<file path="src/rtl/core/mbd_pkg.sv">
package mbd_pkg;

  // fixed field widths of the channels
  localparam int PIN_W     = 3;
  localparam int TIME_W    = 32;
  localparam int TIMEOUT_W = 8;

  // defaults for the top-level parameters
  localparam int NUM_BUTTONS_DEF  = 3;
  localparam int HISTORY_BITS_DEF = 8;
  localparam int HISTORY_MAX      = 16;

  // debounce thresholds
  localparam int PRESS_MIN    = 4;
  localparam int RELEASE_MAX  = 4;
  localparam int WAKE_HISTORY = 4;

  // timeout scaling: 5 s units in ms
  localparam int TIMEOUT_UNIT_MS = 5000;
  localparam int LIMIT_W         = 21;

  localparam int CNT_W = $clog2(HISTORY_MAX + 1);

  typedef enum logic [0:0] {
    CMD_SAMPLE = 1'b0,
    CMD_WAKE   = 1'b1
  } cmd_t;

  typedef struct packed {
    cmd_t               cmd;
    logic [PIN_W-1:0]   pin_levels;
    logic [PIN_W-1:0]   handler_accepts;
    logic               deep_sleep;
    logic [TIME_W-1:0]  now_ms;
  } in_item_t;

  typedef struct packed {
    logic [PIN_W-1:0] handler_request;
    logic [PIN_W-1:0] press_fired;
    logic [PIN_W-1:0] beep_request;
    logic [PIN_W-1:0] held_flags;
    logic             active;
  } out_item_t;

  // per-button status handed to the top level
  typedef struct packed {
    logic req;
    logic fired;
    logic beep;
    logic held;
    logic recent;
  } btn_stat_t;

  function automatic logic [CNT_W-1:0] ones(input logic [HISTORY_MAX-1:0] v);
    logic [CNT_W-1:0] n;
    n = '0;
    for (int k = 0; k < HISTORY_MAX; k++) begin
      n = n + CNT_W'(v[k]);
    end
    return n;
  endfunction

endpackage

</file>
<file path="src/rtl/core/mbd_if.sv">
interface mbd_in_if;
  logic               valid;
  logic               ready;
  mbd_pkg::in_item_t  payload;

  modport source (output valid, output payload, input ready);
  modport sink   (input valid, input payload, output ready);
endinterface

interface mbd_out_if;
  logic               valid;
  logic               ready;
  mbd_pkg::out_item_t payload;

  modport source (output valid, output payload, input ready);
  modport sink   (input valid, input payload, output ready);
endinterface

</file>
<file path="src/rtl/core/mbd_button.sv">
module mbd_button #(
  parameter int HISTORY_BITS = mbd_pkg::HISTORY_BITS_DEF
) (
  input  logic                         clk,
  input  logic                         rst_n,
  input  logic                         en,
  input  logic                         wake,
  input  logic                         pressed,
  input  logic                         accept,
  input  logic                         deep_sleep,
  input  logic [mbd_pkg::TIME_W-1:0]   now_ms,
  input  logic [mbd_pkg::LIMIT_W-1:0]  limit,
  output mbd_pkg::btn_stat_t           stat
);

  logic [HISTORY_BITS-1:0]        hist_r, hist_nxt, hist_shift;
  logic                           latched_r, latched_nxt;
  logic                           done_r, done_nxt;
  logic [mbd_pkg::TIME_W-1:0]     time_r, time_nxt;
  logic [mbd_pkg::TIME_W-1:0]     elapsed;
  logic [mbd_pkg::CNT_W-1:0]      cnt;

  assign hist_shift = {hist_r[HISTORY_BITS-2:0], pressed};
  assign cnt        = mbd_pkg::ones(mbd_pkg::HISTORY_MAX'(hist_shift));

  always_comb begin
    hist_nxt    = hist_shift;
    latched_nxt = latched_r;
    done_nxt    = done_r;
    time_nxt    = time_r;
    stat.req    = 1'b0;
    stat.fired  = 1'b0;
    stat.beep   = 1'b0;
    if (wake) begin
      hist_nxt    = HISTORY_BITS'(mbd_pkg::WAKE_HISTORY);
      latched_nxt = 1'b1;
      done_nxt    = 1'b1;
      time_nxt    = now_ms;
    end else if (pressed) begin
      if (cnt >= mbd_pkg::CNT_W'(mbd_pkg::PRESS_MIN)) begin
        if (!latched_r) begin
          latched_nxt = 1'b1;
          time_nxt    = now_ms;
        end
        if (!done_r) begin
          stat.req = 1'b1;
          if (accept) begin
            done_nxt   = 1'b1;
            stat.fired = 1'b1;
            stat.beep  = !deep_sleep;
          end
        end
      end
    end else if (cnt <= mbd_pkg::CNT_W'(mbd_pkg::RELEASE_MAX)) begin
      latched_nxt = 1'b0;
      done_nxt    = 1'b0;
    end
    // elapsed wraps mod 2^32, so a stamp in the future reads as long ago
    elapsed     = now_ms - time_nxt;
    stat.held   = latched_nxt;
    stat.recent = elapsed < mbd_pkg::TIME_W'(limit);
  end

  always_ff @(posedge clk) begin
    if (!rst_n) begin
      hist_r    <= '0;
      latched_r <= 1'b0;
      done_r    <= 1'b0;
      time_r    <= '0;
    end else if (en) begin
      hist_r    <= hist_nxt;
      latched_r <= latched_nxt;
      done_r    <= done_nxt;
      time_r    <= time_nxt;
    end
  end

endmodule

</file>
<file path="src/rtl/core/multi_button_debouncer.sv">
// Debounces NUM_BUTTONS buttons from active-low pin samples and tracks press
// handling and activity. Each request is either a sample tick or a wake
// command and yields exactly one result. The block takes one request per
// clock cycle unless the result register is stalled; a result passes through
// the input register, then the result register, and the path between them is the
// per-button history popcount plus one 32-bit elapsed-time compare per button.
// A stalled result register holds the input stage, so requests are never dropped.
// The user writes sleep_timeout through cfg_we/cfg_wdata only while the block is
// idle (not enforced by the block); a value of zero keeps active high. Only the
// first three buttons appear on the per-button fields; any others read as pressed.
module multi_button_debouncer #(
  parameter int NUM_BUTTONS  = mbd_pkg::NUM_BUTTONS_DEF,
  parameter int HISTORY_BITS = mbd_pkg::HISTORY_BITS_DEF
) (
  input  logic                           clk,
  input  logic                           rst_n,
  mbd_in_if.sink                         in_ch,
  mbd_out_if.source                      out_ch,
  input  logic                           cfg_we,
  input  logic [mbd_pkg::TIMEOUT_W-1:0]  cfg_wdata
);

  localparam int N_OUT = (NUM_BUTTONS < mbd_pkg::PIN_W) ? NUM_BUTTONS : mbd_pkg::PIN_W;
  localparam logic [mbd_pkg::PIN_W-1:0] HELD_ALL = mbd_pkg::PIN_W'((1 << N_OUT) - 1);

  logic                          s1_valid_r, s1_valid_nxt;
  mbd_pkg::in_item_t             s1_item_r;
  logic                          out_valid_r, out_valid_nxt;
  mbd_pkg::out_item_t            out_item_r, out_item_nxt;
  logic [mbd_pkg::LIMIT_W-1:0]   limit_r;
  logic                          advance, fire, in_take;
  logic                          wake;
  mbd_pkg::btn_stat_t            stat [NUM_BUTTONS];
  logic [NUM_BUTTONS-1:0]        recent;

  assign advance      = !out_valid_r || out_ch.ready;
  assign fire         = s1_valid_r && advance;
  assign in_ch.ready  = !s1_valid_r || advance;
  assign in_take      = in_ch.valid && in_ch.ready;
  assign wake         = (s1_item_r.cmd == mbd_pkg::CMD_WAKE);

  assign s1_valid_nxt  = in_take ? 1'b1 : (fire ? 1'b0 : s1_valid_r);
  assign out_valid_nxt = fire ? 1'b1 : (out_ch.ready ? 1'b0 : out_valid_r);

  for (genvar i = 0; i < NUM_BUTTONS; i++) begin : g_btn
    logic pressed, accept;
    if (i < mbd_pkg::PIN_W) begin : g_pin
      assign pressed = !s1_item_r.pin_levels[i];
      assign accept  = s1_item_r.handler_accepts[i];
    end else begin : g_nopin
      assign pressed = 1'b1;
      assign accept  = 1'b0;
    end

    mbd_button #(
      .HISTORY_BITS (HISTORY_BITS)
    ) u_button (
      .clk        (clk),
      .rst_n      (rst_n),
      .en         (fire),
      .wake       (wake),
      .pressed    (pressed),
      .accept     (accept),
      .deep_sleep (s1_item_r.deep_sleep),
      .now_ms     (s1_item_r.now_ms),
      .limit      (limit_r),
      .stat       (stat[i])
    );

    assign recent[i] = stat[i].recent;
  end

  for (genvar j = 0; j < mbd_pkg::PIN_W; j++) begin : g_out
    if (j < NUM_BUTTONS) begin : g_on
      assign out_item_nxt.handler_request[j] = stat[j].req;
      assign out_item_nxt.press_fired[j]     = stat[j].fired;
      assign out_item_nxt.beep_request[j]    = stat[j].beep;
      assign out_item_nxt.held_flags[j]      = stat[j].held;
    end else begin : g_off
      assign out_item_nxt.handler_request[j] = 1'b0;
      assign out_item_nxt.press_fired[j]     = 1'b0;
      assign out_item_nxt.beep_request[j]    = 1'b0;
      assign out_item_nxt.held_flags[j]      = 1'b0;
    end
  end

  // zero limit only when the timeout is zero: always active
  assign out_item_nxt.active = (limit_r == '0) || (|recent);

  always_ff @(posedge clk) begin
    if (!rst_n) begin
      s1_valid_r  <= 1'b0;
      out_valid_r <= 1'b0;
      limit_r     <= '0;
    end else begin
      s1_valid_r  <= s1_valid_nxt;
      out_valid_r <= out_valid_nxt;
      if (cfg_we) begin
        limit_r <= mbd_pkg::LIMIT_W'(32'(cfg_wdata) * 32'(mbd_pkg::TIMEOUT_UNIT_MS));
      end
    end
  end

  always_ff @(posedge clk) begin
    if (in_take) begin
      s1_item_r <= in_ch.payload;
    end
    if (fire) begin
      out_item_r <= out_item_nxt;
    end
  end

  assign out_ch.valid   = out_valid_r;
  assign out_ch.payload = out_item_r;

  a_fired_needs_req: assert property (@(posedge clk) disable iff (!rst_n)
    out_ch.valid |-> ((out_ch.payload.press_fired & ~out_ch.payload.handler_request) == '0))
    else $error("press fired without handler request");

  a_beep_needs_fire: assert property (@(posedge clk) disable iff (!rst_n)
    out_ch.valid |-> ((out_ch.payload.beep_request & ~out_ch.payload.press_fired) == '0))
    else $error("beep requested without a fired press");

  a_no_timeout_active: assert property (@(posedge clk) disable iff (!rst_n)
    (out_ch.valid && limit_r == '0) |-> out_ch.payload.active)
    else $error("inactive result with timeout disabled");

  a_wake_result: assert property (@(posedge clk) disable iff (!rst_n)
    (fire && wake) |=> (out_ch.valid && out_ch.payload.held_flags == HELD_ALL
                        && out_ch.payload.handler_request == '0))
    else $error("wake result does not mark all buttons held");

endmodule
</file>
<file path="src/flat_wrapper.sv">
// flat-port wrapper written by rule: the top's interface ports become plain ports
module multi_button_debouncer_flat 
#(
  parameter int NUM_BUTTONS  = mbd_pkg::NUM_BUTTONS_DEF,
  parameter int HISTORY_BITS = mbd_pkg::HISTORY_BITS_DEF
)
  (clk, rst_n, cfg_we, cfg_wdata, in_ch_valid, in_ch_payload, in_ch_ready, out_ch_valid, out_ch_payload, out_ch_ready);
  mbd_in_if in_ch_i ();
  mbd_out_if out_ch_i ();
  input  logic clk;
  input  logic rst_n;
  input  logic cfg_we;
  input  logic [mbd_pkg::TIMEOUT_W-1:0] cfg_wdata;
  input wire logic [$bits(in_ch_i.valid)-1:0] in_ch_valid;
  input wire logic [$bits(in_ch_i.payload)-1:0] in_ch_payload;
  output wire logic [$bits(in_ch_i.ready)-1:0] in_ch_ready;
  output wire logic [$bits(out_ch_i.valid)-1:0] out_ch_valid;
  output wire logic [$bits(out_ch_i.payload)-1:0] out_ch_payload;
  input wire logic [$bits(out_ch_i.ready)-1:0] out_ch_ready;
  assign in_ch_i.valid = in_ch_valid;
  assign in_ch_i.payload = in_ch_payload;
  assign in_ch_ready = in_ch_i.ready;
  assign out_ch_valid = out_ch_i.valid;
  assign out_ch_payload = out_ch_i.payload;
  assign out_ch_i.ready = out_ch_ready;
  multi_button_debouncer #(.NUM_BUTTONS(NUM_BUTTONS), .HISTORY_BITS(HISTORY_BITS)) u_core (.clk(clk), .rst_n(rst_n), .in_ch(in_ch_i), .out_ch(out_ch_i), .cfg_we(cfg_we), .cfg_wdata(cfg_wdata));
endmodule
</file>
<file path="config.mk">
export PLATFORM = sky130hd
export DESIGN_NAME = multi_button_debouncer_flat
export DESIGN_NICKNAME = d
export VERILOG_FILES = /design/src/rtl/core/mbd_pkg.sv /design/src/rtl/core/mbd_if.sv /design/src/rtl/core/mbd_button.sv /design/src/rtl/core/multi_button_debouncer.sv /design/src/flat_wrapper.sv
export SDC_FILE = /design/constraint.sdc
export NUM_CORES = 1
export LEC_CHECK = 0
export ABC_CLOCK_PERIOD_IN_PS = 8500
export BUFFER_PORTS_ARGS = -buffer_cell sky130_fd_sc_hd__buf_2
export CORE_UTILIZATION = 30
export DETAILED_ROUTE_END_ITERATION = 10
export PLACE_DENSITY = 0.41
export SYNTH_ARGS = -nofsm -noshare
export SYNTH_HDL_FRONTEND = slang
export SYNTH_SLANG_ARGS = --single-unit
</file>
<file path="constraint.sdc">
create_clock -name clk -period 8.5 [get_ports clk]
set_input_delay 0.85 -clock clk [delete_from_list [all_inputs] [get_ports clk]]
set_output_delay 0.85 -clock clk [all_outputs]
set_load 0.01 [all_outputs]
</file>
; After elaboration in Yosys (flattened, before gate mapping)
; Cells that the tools add are included.
[totals]
reg_bits = 196
word_cells = 159
[classes]
n_addsub = 24
n_mul = 1
magnitude_cmp = 9
eq_ne = 3
muxes = 55
bitwise_logic = 6
reduce_logical = 30
[ops]
columns = operator, n
row1 = 32-bit two-way mux, 12
row2 = 32-bit by 21-bit less-than comparator with 1-bit output, 3
row3 = 32-bit subtractor, 3
row4 = 5-bit by 1-bit adder with 5-bit output, 9
row5 = 1-bit two-way mux, 34
row6 = 21-bit logical NOT, 1
row7 = 7-bit two-way mux, 3
row8 = 8-bit by 10-bit multiplier with 18-bit output (second input constant), 1
row9 = 4-bit by 1-bit adder with 5-bit output, 3
row10 = 5-bit by 3-bit greater-or-equal comparator with 1-bit output (second input constant), 3
row11 = 5-bit by 3-bit less-or-equal comparator with 1-bit output (second input constant), 3
row12 = 5-bit OR reduction, 3
row13 = 3-bit by 1-bit adder with 4-bit output, 3
row14 = 3-bit OR reduction, 4
row15 = 4-bit OR reduction, 3
row16 = 2-bit by 1-bit adder with 3-bit output, 3
row17 = 3-bit two-way mux, 3
row18 = 3-bit by 2-bit != test with 1-bit output (second input constant), 3
row19 = 3-bit AND reduction, 3
row20 = 3-bit nonzero test, 3
row21 = 1-bit by 1-bit adder with 2-bit output, 3
row22 = 1-bit logical NOT, 6
row23 = 2-bit two-way mux, 3
row24 = 1-bit inverter, 6
row25 = 3 further kinds, 7

; Longest topological paths before layout
; Gate-level depths: netlist (run 1).
[depth]
depth_word = 16
mapped_depth = 35
ltp_nobuf = 33

; Cells and area by module
; Synthesis (run 1) repeated with hierarchy kept, for this count alone.
[unflattened]
hier_cells = 1922
hier_area_um2 = 16891.2
[modules_own_cells]
columns = mod, instances, cells_each, area_per_inst_um2, seq_area_each_um2
row1 = mbd_button (u_core.g_btn[1].u_button), 1, 571, 4515.6, 820.8
row2 = mbd_button (u_core.g_btn[0].u_button), 1, 559, 4465.5, 820.8
row3 = mbd_button (u_core.g_btn[2].u_button), 1, 535, 4395.5, 820.8
row4 = multi_button_debouncer, 1, 257, 3514.6, 1991.9

; Worst setup path before layout (run 1)
; Ideal clock, no wire load.
[synth_path]
kind = reg2reg
startpoint = reg u_core.g_btn[1].u_button.hist_r[0]
endpoint = reg u_core.out_item_r (netlist bit u_core.out_ch.payload[0]) (data pin)
setup_ns = 0.270
t_arrival_ns = 7.260
t_required_ns = 8.230
setup_slack_ns = 0.970
stages_incl_launch_ff = 35
synth_period_minus_slack_ns = 7.530
path_cell_list = dfxtp_1 inv_1 fa_1 fa_1 fa_1 inv_1 ha_1 inv_1 fa_1 nor2b_1 a2111oi_0 or2_2 clkbuf_1 clkbuf_1 mux2i_1 ha_1 and4_1 nor2b_1 o211ai_1 nand2_1 a21o_1 a21o_1 a31oi_1 o21bai_1 a21oi_1 xnor2_1 ha_1 nand4_1 nor4_1 o21a_1 nor2_1 o2111a_1 nand3_1 nand4b_1 o311ai_1
[synth_lines]
columns = item, line_no
row1 = "start, declared", mbd_button.sv:16  ; logic [HISTORY_BITS-1:0] hist_r, hist_nxt, hist_shift;
row2 = "start signal, assigned", mbd_button.sv:71  ; hist_r <= hist_nxt;
row3 = "end signal, assigned", multi_button_debouncer.sv:109  ; out_item_r <= out_item_nxt;
row4 = "end, declared", multi_button_debouncer.sv:29  ; mbd_pkg::out_item_t out_item_r, out_item_nxt;

==> results of run 1 <==
==> metrics by stage <==
step / instances / hold WS (ns)
floorplan: 1812 / 0.439
detailed placement: 2504 / 0.456
global placement: 2504 / 0.450
finish: 2538 / 0.465
global route: 2538 / 0.475
CTS: 2538 / 0.460
==> final timing paths <==
path,startpoint,endpoint
max,u_core.g_btn[1].u_button.hist_r[0],u_core.out_ch.payload[0]
min,u_core.g_btn[0].u_button.hist_r[6],u_core.g_btn[0].u_button.hist_r[6]
max reg2reg,u_core.g_btn[1].u_button.hist_r[0],u_core.out_ch.payload[0]
min reg2reg,u_core.g_btn[0].u_button.hist_r[6],u_core.g_btn[0].u_button.hist_r[6]
==> registers in the layout (all words and copies together) (netlist names) <==
name,flops
u_core.wake,1
u_core.g_btn.accept,3
u_core.out_ch.valid,1
u_core.g_btn.u_button.hist_r,21
u_core.s1_valid_r,1
u_core.g_btn.u_button.latched_r,3
u_core.g_btn.u_button.time_r,96
u_core.limit_r,18
u_core.out_ch.payload,13
u_core.s1_item_r,36
u_core.g_btn.u_button.done_r,3
==> power breakdown <==
group          leakage (nW)  internal [mW]  switching, mW  total [mW]
clock                 0.281          0.441          0.424       0.864
combinational          5.88          0.514          0.727        1.24
sequential             1.69           1.02         0.0591        1.08
total                  7.85           1.97           1.21        3.18
==> synthesized netlist by cell type, types with 4 or more instances <==
library cell | number | area [sq um]
buf_1 | 13 | 48.8
mux2i_1 | 104 | 1040
a2111oi_0 | 5 | 43.8
ha_1 | 191 | 2390
o211a_1 | 70 | 701
a31oi_1 | 12 | 75.1
xor2_1 | 23 | 201
o21ai_0 | 69 | 345
nand3_1 | 29 | 145
and3_1 | 6 | 37.5
a21oi_1 | 122 | 611
edfxtp_1 | 53 | 1590
fa_1 | 24 | 480
a21boi_0 | 52 | 390
a211oi_1 | 18 | 135
nor3b_1 | 7 | 52.6
nand2_1 | 225 | 845
a22oi_1 | 4 | 30.0
nor4_1 | 12 | 75.1
clkbuf_1 | 74 | 278
a41oi_1 | 4 | 35.0
nor2_1 | 94 | 353
o31a_1 | 4 | 35.0
nor2b_1 | 38 | 238
o311a_1 | 4 | 40.0
o21a_1 | 12 | 90.1
a21o_1 | 44 | 330
inv_1 | 123 | 462
nand4_1 | 25 | 156
nor3_1 | 24 | 120
a211o_1 | 5 | 43.8
o31ai_1 | 10 | 75.1
nand2b_1 | 11 | 68.8
o211ai_1 | 8 | 60.1
a221oi_1 | 4 | 35.0
or3_1 | 14 | 87.6
and2_1 | 12 | 75.1
or2_2 | 4 | 25.0
nand3b_1 | 7 | 52.6
o2111ai_1 | 5 | 43.8
o21bai_1 | 21 | 158
dfxtp_1 | 143 | 2860
xnor2_1 | 48 | 420
==> cells by family (layout without fill, tap and decap cells) <==
family                     Yosys count  in the layout
AOI/OAI and AO/OA                  499            499
DFF                                196            196
xor gates and xnor gates            71             71
adders and majority gates          215            215
and+or+nand+nor                    516            516
buffers and inverters              210            256
muxes                              105            105
==> per-layer routing <==
metal	vias to the layer above	track usage (%)	part of all wire, %
met5	-	0	0
met4	0	6.37	2.0
met3	45	3.20	2.8
met2	168	29.4	45
met1	6250	26.2	50
li1	6620	-	-
==> critical path, delay by kind of cell (launching register included) <==
| family | cells | cell delay, ns |
|---|---|---|
| AO/OA/AOI/OAI | 15 | 2.74 |
| adder cells (fa/ha/maj) | 7 | 2.50 |
| AND/OR/NAND/NOR | 6 | 1.13 |
| buffers and inverters | 5 | 0.58 |
| flip-flops | 1 | 0.33 |
| multiplexers | 1 | 0.26 |
| XOR/XNOR | 1 | 0.15 |
==> cell type report <==
type	instances	area [sq um]	area share, %
inverters	123	464	2.65
multi-input cells	1406	10500	60.2
well taps	680	851	4.86
flip-flops and latches	196	4450	25.5
clock inverters	14	166	0.951
clock buffers	18	429	2.45
repair buffers	101	597	3.41
==> repair_timing <==
action | in CTS | in global routing
resized for setup | 0 | 10
endpoints found under the setup margin | 1 | 1
buffers inserted | 2 | 0
hold buffers | 0 | 0
pin swaps | 1 | 1
gates cloned | 0 | 0
==> impl_metrics.yaml, run 1 <==
outcome:
  status: "complete, no violations"
logic_synthesis:
  syn_area_sq_um: 15700
  synthXorXnorAreaFrac_pct: 3.96
  syn_nets: 2080
  synth-edff-count: 53
  async_flop_share_pct: 0
  synth_cells: 1812
  synthAdderAreaFrac_pct: 18.3
  synth_cell_types: 63
  yosysWarnings: 0
  synth_area_per_cell_sq_um: 8.67
  synth-seq-cells: 196
  synthSimpleGateAreaFrac_pct: 15.3
  synth_ff_type: "dfxtp_1"
  synth_compound_area_share_pct: 22.4
  synth_top_family_by_area: "compound AO/OA/AOI/OAI gates"
  ys_seq_area_share_pct: 28.4
  synthMuxAreaShare_pct: 6.70
cells_and_area:
  final_nets: 2113
  final_cell_mix: "nand2_1, ha_1, dfxtp_1, inv_1, a21oi_1"
  num_antenna_cells: 0
  area_delta_synth_final_pct: 11.4
  fin_area_sq_um: 17500
  layout_commonest_cell: "nand2_1"
  fin_util_pct: 34.0
  drive_above_1_share_pct: 8.07
  fill_cells: 5456
floorplanning:
  core_area_sq_um: 51500
  row_count: 83
  num_io_pins: 68
  fp.dieH_um: 231
  chipWidth_um: 231
  start_util_pct: 30.5
  dieArea_sq_um: 53300
clock_tree:
  clk_latency_ns: 0.51
  cts_tree: "yes"
  numCtsBuffers: 17
  clk_path_buf_depth: 2
  clkTransAtPathRegs_ns: 0.08
  clkSinkCount: 196
  cts-htree-levels: 4
  root_buffer: "clkbuf_16"
pwr:
  finalPower_mw: 3.18
  p_per_area_nw_per_um2: 182
  leakagePower_nw: 7.85
  peakVddDrop_mv: 0.166
global_route:
  grt_max_degree: 94
  antenna_found_initial: 0
  grt_pass1_wl_um: 76400
  grt_usage_pct: 18.9
  grt_pass1_vias: 13000
  grt_overflow_total: 0
route:
  drt-total-wl_um: 48400
  drt_pre_antenna_iters: 5
  routedWlPerCell_um: 19.1
  routed_via_density: 5.15
  antenna_left: 0
  via_count: 13100
  drtIter0Drc: 717
  drc: 0
critical_path:
  critPathArrivalTime_ns: 8.21
  path_class: "flip-flop to flip-flop"
  start_kind: "flip-flop"
  r2r_slack_ns: 0.60
  critPathCaptureType: "flip-flop"
  rr_worst_depth: 35
  cp_max_fo: 9
  cp_slowest_stage_delay_ns: 0.55
  cp_slowest_cell: "fa_1"
  worstPathRequired_ns: 8.82
placed_design:
  dp_hpwl_um: 37200
  place_area_sq_um: 16800
  gp_congestion: 0.868
  place_ws_ns: 0.00233
  portBuffers: 67
timing:
  worstMarginPinSlew_ns: 1.30
  max_freq_mhz: 127
  hold_violations: 0
  period_share_pct: 92.9
  max_slew_margin_pct: 12.8
  skew_ns: 0.0131
  slew_violations: 0
  layout_setup_ws_ns: 0.602
  setup_viol_count_final: 0
  finalCriticalPeriod_ns: 7.90
  setup_tns_ns: 0
run:
  cap_viol_max_count: 0
worst_hold_path:
  worst_hold_path.num_cells: 2
  hp-class: "flip-flop to flip-flop"
Power figures use the tool's default switching activity.
==> inputs of run 2 (changes only) <==
--- a/config.mk
+++ b/config.mk
@@ -7,9 +7,11 @@
 export LEC_CHECK = 0
 export ABC_CLOCK_PERIOD_IN_PS = 8500
 export BUFFER_PORTS_ARGS = -buffer_cell sky130_fd_sc_hd__buf_2
+export CELL_PAD_IN_SITES_DETAIL_PLACEMENT = 1
+export CELL_PAD_IN_SITES_GLOBAL_PLACEMENT = 1
 export CORE_UTILIZATION = 30
 export DETAILED_ROUTE_END_ITERATION = 10
-export PLACE_DENSITY = 0.41
+export PLACE_DENSITY = 0.51
 export SYNTH_ARGS = -nofsm -noshare
 export SYNTH_HDL_FRONTEND = slang
 export SYNTH_SLANG_ARGS = --single-unit
==> impl_metrics.yaml, run 2 (synthesis gave the netlist of run 1 again) <==
critical_path:
  worstPathRequired_ns: 8.82
  cp_slowest_stage_delay_ns: 0.55
  critPathCaptureType: "flip-flop"
  path_class: "flip-flop to flip-flop"
  critPathArrivalTime_ns: 8.33
  cp_slowest_cell: "fa_1"
  timing.critical_path.mode_cell: "a21oi_1"
  start_kind: "flip-flop"
  cp_max_fo: 15
cells_and_area:
  fill_cells: 6092
  largest_register_ffs: 96
  area_delta_synth_final_pct: 12.0
  drive_above_1_share_pct: 8.60
  num_antenna_cells: 0
  final_cell_mix: "nand2_1, ha_1, dfxtp_1, inv_1, a21oi_1"
  layout_commonest_cell: "nand2_1"
  final_nets: 2116
  fin_util_pct: 34.1
  reg_top3: "u_core.g_btn.u_button.time_r x96, u_core.s1_item_r x36, u_core.g_btn.u_button.hist_r x21"
  largest-register: "u_core.g_btn.u_button.time_r"
pwr:
  intPower_mw: 1.99
  finalPower_mw: 3.24
  leakagePower_nw: 7.89
  p_per_area_nw_per_um2: 184
  peakVddDrop_mv: 0.187
  swShare_pct: 38.7
  pwr-share-clk_pct: 27.5
  seqPwrFrac_pct: 33.4
  p_sw_mw: 1.25
  comb_power_share_pct: 39.1
clock_tree:
  numCtsBuffers: 17
  cts-htree-levels: 4
  clkSinkCount: 196
  cts_tree: "yes"
  clk_path_buf_depth: 2
  root_buffer: "clkbuf_16"
  clk_latency_ns: 0.52
  clkTransAtPathRegs_ns: 0.08
route:
  antenna_left: 0
  drc: 0
  drtIter0Drc: 565
  drt_pre_antenna_iters: 4
  via_count: 13400
  routedWlPerCell_um: 20.4
  routed_via_density: 5.26
  drt-total-wl_um: 51900
timing:
  hold_violations: 0
  skew_ns: 0.0152
  slew_violations: 0
  period_share_pct: 94.2
  worstMarginPinSlew_ns: 1.12
  setup_tns_ns: 0
  finalCriticalPeriod_ns: 8.01
  holdWs_ns: 0.464
  setup_viol_count_final: 0
  max_freq_mhz: 125
  max_slew_margin_pct: 24.5
floorplanning:
  start_util_pct: 30.5
  row_count: 83
  chipWidth_um: 231
  fp.dieH_um: 231
  core_area_sq_um: 51500
  num_io_pins: 68
  dieArea_sq_um: 53300
global_route:
  grt_pass1_wl_um: 81100
  grt_max_degree: 88
  use_met1_pct: 27.0
  grt_overflow_total: 0
  gr-usage-met3_pct: 3.94
  use_met2_pct: 32.3
  busiest_layer: "met2"
  grt_usage_pct: 20.0
  antenna_found_initial: 0
  grt_pass1_vias: 13900
placed_design:
  dp_hpwl_um: 40200
  portBuffers: 67
  gp_congestion: 0.852
worst_hold_path:
  hp-class: "flip-flop to flip-flop"
run:
  cap_viol_max_count: 0
outcome:
  status: "complete, no violations"
-- run 2: layer usage --
metal / vias up / part of all wire [%]
met5: - / 0
met4: 0 / 1.8
met3: 47 / 2.9
met2: 135 / 45
met1: 6581 / 50
li1: 6609 / -
-- run 2: path summary, 6_finish.rpt --
kind | end | start | slack (ns) | depth (start not counted)
setup / recovery | u_core.out_ch.payload[0] | u_core.g_btn[2].u_button.hist_r[0] | 0.49 | 33
hold / removal | u_core.g_btn[2].u_button.hist_r[6] | u_core.g_btn[2].u_button.hist_r[6] | 0.46 | 2
hold reg to reg | u_core.g_btn[2].u_button.hist_r[6] | u_core.g_btn[2].u_button.hist_r[6] | 0.46 | 2
setup reg to reg | u_core.out_ch.payload[0] | u_core.g_btn[2].u_button.hist_r[0] | 0.49 | 33
-- run 2: per-stage QoR --
step,instances,cell area [sq um],setup slack [ns]
5_1_grt,2541,17600,-0.00776
6_report,2541,17600,0.490
3_5_place_dp,2507,16900,-0.0130
3_3_place_gp,2507,16900,0.256
2_1_floorplan,1812,15700,0.970
4_1_cts,2539,17500,0.118
-- run 2: timing repair --
action / in CTS / in global routing
buffers inserted: 0 / 2
endpoints found under the setup margin: 1 / 1
pin swaps: 0 / 2
endpoints found under the hold margin: 0 / 0
hold buffers: 0 / 0
gates resized for setup: 1 / 17
-- run 2: worst max-delay path, delay by kind of cell, from the launching register on --
family	cells	cell delay, ns
buffers and inverters	4	0.45
adder cells (fa/ha/maj)	7	2.68
AO/OA/AOI/OAI	14	3.14
multiplexers	1	0.16
XOR/XNOR	1	0.18
AND/OR/NAND/NOR	6	0.86
flip-flops	1	0.33
-- run 2: final cells by class --
cell class | instances | area (sq um) | share of cell area [%]
repair buffers | 104 | 619 | 3.52
clock inverters | 15 | 194 | 1.10
inverters | 123 | 464 | 2.64
clock buffers | 17 | 425 | 2.42
multi-input cells | 1406 | 10600 | 60.2
well taps | 680 | 851 | 4.84
flip-flops and latches | 196 | 4450 | 25.3
-- run 2: power by group through the flow --
stage,Clock [mW],Combinational [mW],Sequential (mW)
5_1_grt,0.957,1.44,1.09
3_5_place_dp,0,1.25,1.11
3_3_place_gp,0,1.24,1.10
4_1_cts,0.927,1.26,1.08
6_report,0.891,1.27,1.08
2_1_floorplan,0,0.898,1.08
==> inputs of run 3 (changes only) <==
--- a/config.mk
+++ b/config.mk
@@ -9,9 +9,12 @@
 export BUFFER_PORTS_ARGS = -buffer_cell sky130_fd_sc_hd__buf_2
 export CELL_PAD_IN_SITES_DETAIL_PLACEMENT = 1
 export CELL_PAD_IN_SITES_GLOBAL_PLACEMENT = 1
+export CORE_ASPECT_RATIO = 0.75
 export CORE_UTILIZATION = 30
 export DETAILED_ROUTE_END_ITERATION = 10
+export GPL_TIMING_DRIVEN = 0
 export PLACE_DENSITY = 0.51
+export RECOVER_POWER = 25
 export SYNTH_ARGS = -nofsm -noshare
 export SYNTH_HDL_FRONTEND = slang
 export SYNTH_SLANG_ARGS = --single-unit
==> impl_metrics.yaml, run 3 (synthesis gave the netlist of run 1 again) <==
outcome:
  status: "complete, but fails checks"
  violations: "max-capacitance violations, max-slew violations"
clock_tree:
  cts-htree-levels: 4
  clk_latency_ns: 0.48
  root_buffer: "clkbuf_16"
  clk_path_buf_depth: 2
  clkTransAtPathRegs_ns: 0.08
  cts_tree: "yes"
  ctsHoldBuffers: 0
  numCtsBuffers: 17
  clkSinkCount: 196
cells_and_area:
  multi_input_area_sq_um: 10800
  final_cell_mix: "nand2_1, ha_1, dfxtp_1, inv_1, a21oi_1"
  final_nets: 2181
  drive_above_1_share_pct: 8.93
  layout_commonest_cell: "nand2_1"
  fin_util_pct: 34.9
  fin_area_sq_um: 18000
  largest-register: "u_core.g_btn.u_button.time_r"
  fill_cells: 6073
  reg_top3: "u_core.g_btn.u_button.time_r x96, u_core.s1_item_r x36, u_core.g_btn.u_button.hist_r x21"
  area_delta_synth_final_pct: 14.6
  seqCellArea_sq_um: 4450
  largest_register_ffs: 96
route:
  via_count: 13800
  drt-total-wl_um: 57300
  drtIter0Drc: 874
  drt_pre_antenna_iters: 5
  drc: 0
  routedWlPerCell_um: 21.8
  routed_via_density: 5.25
  antenna_left: 0
timing:
  period_share_pct: 95.6
  hold_violations: 0
  layout_setup_ws_ns: 0.375
  skew_ns: 0.0169
  max_freq_mhz: 123
  setup_viol_count_final: 0
  rsz0062_at_grt: "no"
  max_slew_margin_pct: -34.1
  slew_violations: 28
  finalCriticalPeriod_ns: 8.12
  worstMarginPinSlew_ns: 2.01
critical_path:
  r2r-end: "u_core.out_ch.payload[0]"
  r2r_slack_ns: 0.38
  worstPathRequired_ns: 8.79
  critPathLaunch: "u_core.g_btn[2].u_button.hist_r[0]"
  cp_max_fo: 10
  critPathArrivalTime_ns: 8.41
  crit_family: "compound AO/OA/AOI/OAI gates"
  timing.critical_path.mode_cell: "fa_1"
  cp_slowest_stage_delay_ns: 0.55
  cp.buffers_inverters: 5
  cp_slowest_cell: "fa_1"
  crit_cells: 32
  rr_worst_depth: 32
  reg2reg_from: "u_core.g_btn[2].u_button.hist_r[0]"
  start_kind: "flip-flop"
  path_class: "flip-flop to flip-flop"
  critPathCapture: "u_core.out_ch.payload[0]"
  critPathCaptureType: "flip-flop"
floorplanning:
  dieArea_sq_um: 53300
  core_area_sq_um: 51600
  start_util_pct: 30.4
  fp.dieH_um: 200
  chipWidth_um: 266
  num_io_pins: 68
  row_count: 72
pwr:
  comb_power_share_pct: 41.1
  swShare_pct: 39.6
  peakVddDrop_mv: 0.147
  intPower_mw: 1.97
  leakagePower_nw: 7.96
  p_per_area_nw_per_um2: 181
  finalPower_mw: 3.26
  p_sw_mw: 1.29
  pwr-share-clk_pct: 25.7
  seqPwrFrac_pct: 33.2
global_route:
  grt_overflow_total: 0
  grt_usage_pct: 21.9
  grt_pass1_wl_um: 87500
  grt_max_degree: 28
  antenna_found_initial: 0
  grt_pass1_vias: 14200
placed_design:
  place_ws_ns: -1.93
  dp_hpwl_um: 46000
  gp_congestion: 0.881
  portBuffers: 65
  place_area_sq_um: 16900
worst_hold_path:
  hold_start: "u_core.g_btn[1].u_button.hist_r[4]"
  hp-class: "flip-flop to flip-flop"
run:
  cap_viol_max_count: 1
run 3: worst min path at each step:
stage | to | slack (ns) | depth (start not counted)
final | u_core.g_btn[1].u_button.hist_r[4] | 0.47 | 2
after global routing | u_core.g_btn[2].u_button.time_r[6] | 0.48 | 2
after CTS | u_core.g_btn[2].u_button.time_r[5] | 0.47 | 2
after detailed placement | u_core.g_btn[2].u_button.time_r[5] | 0.46 | 2
after global placement | u_core.g_btn[1].u_button.hist_r[3] | 0.45 | 2
after floorplan | u_core.g_btn[2].u_button.time_r[0] | 0.44 | 2
run 3: worst register-to-register path, delay by kind of cell (launching register included):
kind,cells,cell delay (ns)
flops,1,0.34
simple gates,7,1.46
xor+xnor,1,0.15
compound gates,11,2.72
buf+inv,5,0.63
mux,1,0.14
fa+ha+maj,7,2.49
run 3: power by group through the flow:
stage          registers (mW)  clock network, mW  logic (mW)
2_1_floorplan            1.08                  0       0.898
3_5_place_dp             1.10                  0        1.27
6_report                 1.08              0.837        1.34
4_1_cts                  1.08              0.869        1.30
3_3_place_gp             1.10                  0        1.24
5_1_grt                  1.09              0.906        1.50
run 3: layer usage:
| metal | up-vias | share of wire (%) | GRT usage, % |
|---|---|---|---|
| li1 | 6770 | - | - |
| met1 | 6844 | 55 | 34.0 |
| met2 | 174 | 41 | 31.1 |
| met3 | 32 | 3.4 | 3.66 |
| met4 | 0 | 1.2 | 4.19 |
| met5 | - | 0 | 0 |
run 3: area by class of cell:
class	instances	area share (%)
Sequential cell	196	24.7
Timing Repair Buffer	86	2.72
Tap cell	703	4.88
Inverter	123	2.56
Antenna cell	1	0.0139
Clock inverter	14	0.806
Buffer	83	1.98
Clock buffer	18	2.38
Multi-Input combinational cell	1406	59.9
run 3: what timing repair did:
item,CTS,global route
gates resized for setup,50,39
setup endpoints to repair,1,1
setup buffers,4,16
pin swaps,4,15
cloned,0,0
run 3: stage by stage:
step | hold WS (ns) | instances | setup TNS, ns
2_1_floorplan | 0.439 | 1812 | 0
3_3_place_gp | 0.450 | 2580 | -1.85
3_5_place_dp | 0.459 | 2581 | -1.93
4_1_cts | 0.470 | 2616 | 0
5_1_grt | 0.483 | 2629 | 0
6_report | 0.465 | 2630 | 0
